**src/hdl/pllm_pkg.sv**
```systemverilog
// shared types and constants for the page linked list manager
package pllm_pkg;

    localparam int PAGE_W = 10;
    localparam int PAGE_COUNT_DEF = 1024;

    typedef logic [PAGE_W-1:0] page_t;

    localparam page_t NULL_PAGE = '0;

    typedef enum logic [1:0] {
        OP_PUSH_HEAD = 2'd0,
        OP_PUSH_TAIL = 2'd1,
        OP_POP_HEAD  = 2'd2,
        OP_UNLINK    = 2'd3
    } op_t;

    typedef enum logic [1:0] {
        ST_OK       = 2'd0,
        ST_EMPTY    = 2'd1,
        ST_MISMATCH = 2'd2,
        ST_FULL     = 2'd3
    } status_t;

    typedef struct packed {
        op_t   operation;
        page_t page_num;
        page_t prev_page;
    } req_t;

    typedef struct packed {
        page_t   removed_page;
        status_t status;
        page_t   head_page;
        page_t   tail_page;
        page_t   node_count;
    } rsp_t;

    typedef struct packed {
        op_t   operation;
        page_t page_num;
        page_t prev_page;
        logic  page_bad;
        logic  prev_bad;
    } cmd_t;

endpackage

```
**src/hdl/pllm_front.sv**
```systemverilog
// request intake: page range checks and a two-entry command queue
module pllm_front #(
    parameter int PAGE_COUNT = pllm_pkg::PAGE_COUNT_DEF
) (
    input  logic           clk,
    input  logic           rst_n,
    input  logic           req_valid,
    output logic           req_stall,
    input  pllm_pkg::req_t req,
    output logic           cmd_valid,
    input  logic           cmd_take,
    output pllm_pkg::cmd_t cmd
);

    import pllm_pkg::*;

    cmd_t        q_reg [2];
    logic        wr_ptr_reg;
    logic        rd_ptr_reg;
    logic [1:0]  fill_reg;
    logic        push;
    logic        pop;
    cmd_t        cls;

    always_comb
    begin
        cls.operation = req.operation;
        cls.page_num  = req.page_num;
        cls.prev_page = req.prev_page;
        cls.page_bad  = (req.page_num == NULL_PAGE) || (32'(req.page_num) >= PAGE_COUNT);
        cls.prev_bad  = (32'(req.prev_page) >= PAGE_COUNT);
    end

    assign req_stall = (fill_reg == 2'd2);
    assign cmd_valid = (fill_reg != 2'd0);
    assign cmd       = q_reg[rd_ptr_reg];
    assign push      = req_valid && !req_stall;
    assign pop       = cmd_take && cmd_valid;

    always_ff @(posedge clk or negedge rst_n)
    begin
        if (!rst_n)
        begin
            wr_ptr_reg <= 1'b0;
            rd_ptr_reg <= 1'b0;
            fill_reg   <= 2'd0;
        end
        else
        begin
            if (push)
            begin
                wr_ptr_reg <= !wr_ptr_reg;
            end
            if (pop)
            begin
                rd_ptr_reg <= !rd_ptr_reg;
            end
            if (push && !pop)
            begin
                fill_reg <= fill_reg + 2'd1;
            end
            else if (pop && !push)
            begin
                fill_reg <= fill_reg - 2'd1;
            end
        end
    end

    always_ff @(posedge clk)
    begin
        if (push)
        begin
            q_reg[wr_ptr_reg] <= cls;
        end
    end

endmodule

```
**config.mk**
```make
export PLATFORM = sky130hd
export DESIGN_NAME = pllm_front
export DESIGN_NICKNAME = d
export VERILOG_FILES = /design/src/hdl/pllm_pkg.sv /design/src/hdl/pllm_front.sv
export SDC_FILE = /design/constraint.sdc
export NUM_CORES = 1
export LEC_CHECK = 0
export ABC_AREA = 0
export BUFFER_PORTS_ARGS = -buffer_cell sky130_fd_sc_hd__buf_2
export CORE_ASPECT_RATIO = 0.8
export CORE_UTILIZATION = 26
export CTS_CLUSTER_DIAMETER = 50
export DETAILED_ROUTE_END_ITERATION = 16
export SETUP_SLACK_MARGIN = 0.2
export SLEW_MARGIN = 5
export SYNTH_ARGS = -nofsm -noshare
export SYNTH_HDL_FRONTEND = slang
export SYNTH_SLANG_ARGS = --single-unit
```
**constraint.sdc**
```tcl
create_clock -name clk -period 2.6 [get_ports clk]
set_input_delay 0.52 -clock clk [delete_from_list [all_inputs] [get_ports clk]]
set_output_delay 0.52 -clock clk [all_outputs]
set_load 0.02 [all_outputs]
```
-- Word-level counts from Yosys, hierarchy flattened
Memory sizes are Yosys's and may differ from the RTL's.
Cells that the tools add are included.
- add/sub/neg operators: 2
- eq/ne operators: 1
- muxes and demuxes: 4
- reductions and logical operators: 12
- operators with widths (operator ; number):
    logical NOT 10 bit ; 1
    logical NOT 1 bit ; 5
    logical AND 1 bit ; 4
    two-way mux 2 bit ; 2
    nonzero test 2 bit ; 2
    adder 2 x 1 -> 2 bit, second input constant ; 1
    equality test 2 bit, second input constant ; 1
    two-way mux 1 bit ; 2
    subtractor 2 x 1 -> 2 bit, second input constant ; 1
- bits in registers: 4
- memory bits (writable): 46
- bits of input ports: 26
- output and inout bits: 26
- logic and storage cells: 23
- memories kept: 1
- memories (name ; depth ; width ; rd ports ; clocked after Yosys merged registers in ; wr ports ; RTL line ; RTL):
    q_reg ; 2 ; 23 ; 1 ; 0 ; 1 ; pllm_front.sv:17 ; cmd_t q_reg [2];

-- Longest topological paths before layout
- word-level depth: 7
- depth in mapped cells: 7
- depth with buffers taken out: 7

-- Worst setup path after synthesis
OpenSTA, ideal clock, no wires.
- kind: reg2reg
- start point: register fill_reg[0]
- end point: memory q_reg[0][0] (netlist bit) (enable)
- library setup time: 403 ps
- arrival time: 1606 ps
- data required time: 2197 ps
- path slack: 591 ps
- cell stages (with the launch flop): 4
- path buffers: 0
- clock period less this slack: 2009 ps
- cells stage by stage: dfrtp_1 > nand2b_1 > nand2_1 > nor2_1
- cells in the longest elaborated chain, start to end: 5
- ends and longest elaborated chain (element ; RTL line ; RTL):
    start, declared ; pllm_front.sv:20 ; logic [1:0] fill_reg;
    start signal, assigned ; pllm_front.sv:60 ; fill_reg <= fill_reg + 2'd1;
    start signal, assigned ; pllm_front.sv:64 ; fill_reg <= fill_reg - 2'd1;
    equality test 2 bit ; pllm_front.sv:34 ; assign req_stall = (fill_reg == 2'd2);
    logical NOT 1 bit ; pllm_front.sv:37 ; assign push = req_valid && !req_stall;
    logical AND 1 bit ; pllm_front.sv:37 ;
    two-way mux 1 bit ; pllm_front.sv:71 ; if (push)
    two-way mux 1 bit (implied by the code) ; pllm_front.sv:73 ; q_reg[wr_ptr_reg] <= cls;
    end, declared ; pllm_front.sv:17 ;
No other way between the ends.

==> metrics.txt <==
status=completed; Max Cap Viol=0; FF-to-FF End=q_reg[0][17]; Pins Over Slew Limit=0; Mapped Cells=96; TritonCTS Sinks=50; antenna viol nets, final=0; Post-Route Setup TNS=0 ps; count leader, synth=edfxtp_1; layout cells sized above 1=56.2%; clock buffer depth=2; Post-layout nets=179; First DRT Iteration DRCs=35; vias in the first global route=between 1k and 1.5k; largest family of logic cells by synthesized area=multiplexers; Crit. End Element=output pin; first-pass GRT wire length=5.39 mm; via count=998; DR pass1 iterations=3; Die X-Extent=97.5 um; Area Overhead vs Synth=24.0%; Worst EP required=2080 ps; Worst-Margin Slew=514 ps; number of CTS-inserted buffers=5; largest cells by area after synthesis=edfxtp_1 73%, mux2_2 14%, dfrtp_1 5.3%, xnor2_1 1.4%, xor2_1 0.92%; CP startpoint=rd_ptr_reg; maximum VDD drop=397 uV; Top FF cell, synth=edfxtp_1; IO Count=52; power per cell area=1090 mW/mm2; largest net degree at the start of global routing=20; Detail Placement HPWL=roughly 2.3 mm; #FFs+latches synth=50; Post-Route WL=3.40 mm; endpoints failing setup=0; Final period util=83.6%; Async SR Flop Fraction=8.00%; post-synth top area share=between 70% and 80%; Seq/Total Area, Yosys=about four fifths; total track usage=9.36%; Netlist cell types=18; YS warnings=0; post-CTS setup buffers=0; num rows=27; initial cell density of the core=27.2%; CTS clk-pin slew, worst paths=90 ps; FF-to-FF Start=fill_reg[0]; syn avg cell area=~20 um2; GRT overflow=0; CP arrival=1650 ps; Final Skew=3.60 ps; critical path type=reg -> out; Post-Synth Adder-Cell Area=0.660%; Mapped Area=approximately 0.0019 mm2; Worst slew margin=roughly 66%; Die Area=between 0.007 and 0.008 mm2; top cell type by total area after synthesis=edfxtp_1; Layout Utilization=33.8%; simple-gate share of the synthesized area=3.43%; CTS tree=yes; Post-synth EDFFs=46; clk root buf=clkbuf_8; max reg flops=46; die height=slightly below 80 um; min cycle time layout=around 2200 ps; top cells by count, synth=46 x edfxtp_1, 23 x mux2_2, 4 x dfrtp_1; vias per std cell=4.16; LEAKAGE=0.000889 uW; GPL Wtd Cong=~0.67; Clock Latency Late Sink=a little under 300 ps; WL/cell=14.2 um; hold crit path type=in -> async; Hold-fix buffers, CTS=0; ANT cells=0; Fmax achieved=between 400 and 500 MHz; reg2reg path depth=4; post-cts sizing count=0; Worst Setup Start Kind=register; port buffer count=50; R2R setup slack=960 ps; initial antenna violation count=0; post-synthesis xor/xnor area fraction=2.31%; CP Capture Point=cmd[1]; post-synthesis mux area share=13.7%; Syn Nets=123; Core Area=0.00696 mm2; area fraction in compound gates after synthesis=0%; # DRC=0; Critical Path Fanout Max=19; RSZ-0062 raised after global routing=false; final hold violation count=0; H-tree levels=2
-- where the power goes --
part | switching, uW | internal, uW | leakage, uW | total (uW)
registers | 68.7 | 1100 | 0.000475 | 1170
logic | 561 | 396 | 0.000372 | 956
clock network | 242 | 186 | 0.0000426 | 427
total | 871 | 1690 | 0.000889 | 2560
-- metal layers --
| layer | vias to the layer above | wire, um | global-route usage, % |
|---|---|---|---|
| met5 | - | 0 | 0 |
| met4 | 0 | 0 | 1.76 |
| met3 | 0 | 238 | 3.65 |
| met2 | 36 | 1560 | 14.3 |
| met1 | 489 | 1600 | 12.7 |
| li1 | 473 | - | - |
-- how the worst min path moves through the flow --
| stage | slack (ps) | to | startpoint | cells past startpoint |
|---|---|---|---|---|
| 6_report | 20 | rd_ptr_reg | rst_n | 1 |
| 3_5_place_dp | 340 | fill_reg[0] | rst_n | 1 |
| 3_3_place_gp | 340 | fill_reg[0] | rst_n | 1 |
| 5_1_grt | 8 | fill_reg[0] | rst_n | 1 |
| 2_1_floorplan | 220 | fill_reg[0] | rst_n | 0 |
| 4_1_cts | 10 | rd_ptr_reg | rst_n | 1 |
-- metrics by stage --
step	instance area, um2	std cells	setup slack [ps]	total power [uW]	hold WS, ps
global route	2350	240	316	2710	7.61
CTS	2350	240	393	2600	12.6
detailed placement	2270	232	727	2170	338
finish	2350	240	425	2560	16.3
floorplan	1900	96	591	1850	224
global placement	2270	232	737	2160	337
-- layout by cell type, fill, tap and decap left out, drive strengths merged, types with 2 or more instances in the layout --
| master | netlist | routed |
|---|---|---|
| buf | 4 | 53 |
| clkinv | 0 | 2 |
| or4 | 2 | 2 |
| inv | 2 | 2 |
| edfxtp | 46 | 46 |
| xnor2 | 3 | 3 |
| clkbuf | 0 | 6 |
| nor2 | 2 | 2 |
| nand2 | 2 | 2 |
| dfrtp | 4 | 4 |
| mux2 | 23 | 23 |
| xor2 | 2 | 2 |
-- cell families (layout without fill, tap and decap cells) --
logic type               Yosys count  in the layout
multiplexers                      23             23
flip-flops                        50             50
XOR/XNOR                           5              5
buffers and inverters              6             63
AND/OR/NAND/NOR                   10             10
other                              1              1
adder cells (fa/ha/maj)            1              1
-- final cells by class --
type / count / area, um2
fill: 701 / 4610
tap: 87 / 109
sequential: 50 / 1480
multi-input combinational: 40 / 387
inverter: 2 / 7.51
clock inverter: 2 / 8.76
clock buffer: 6 / 72.6
timing repair buffer: 53 / 285
-- worst max-delay path, stage by stage (launching register included) --
cell	delay (ps)
dfrtp_1	470
buf_4	330
mux2_2	390
buf_2	160
(Power assumes the default switching activity.)
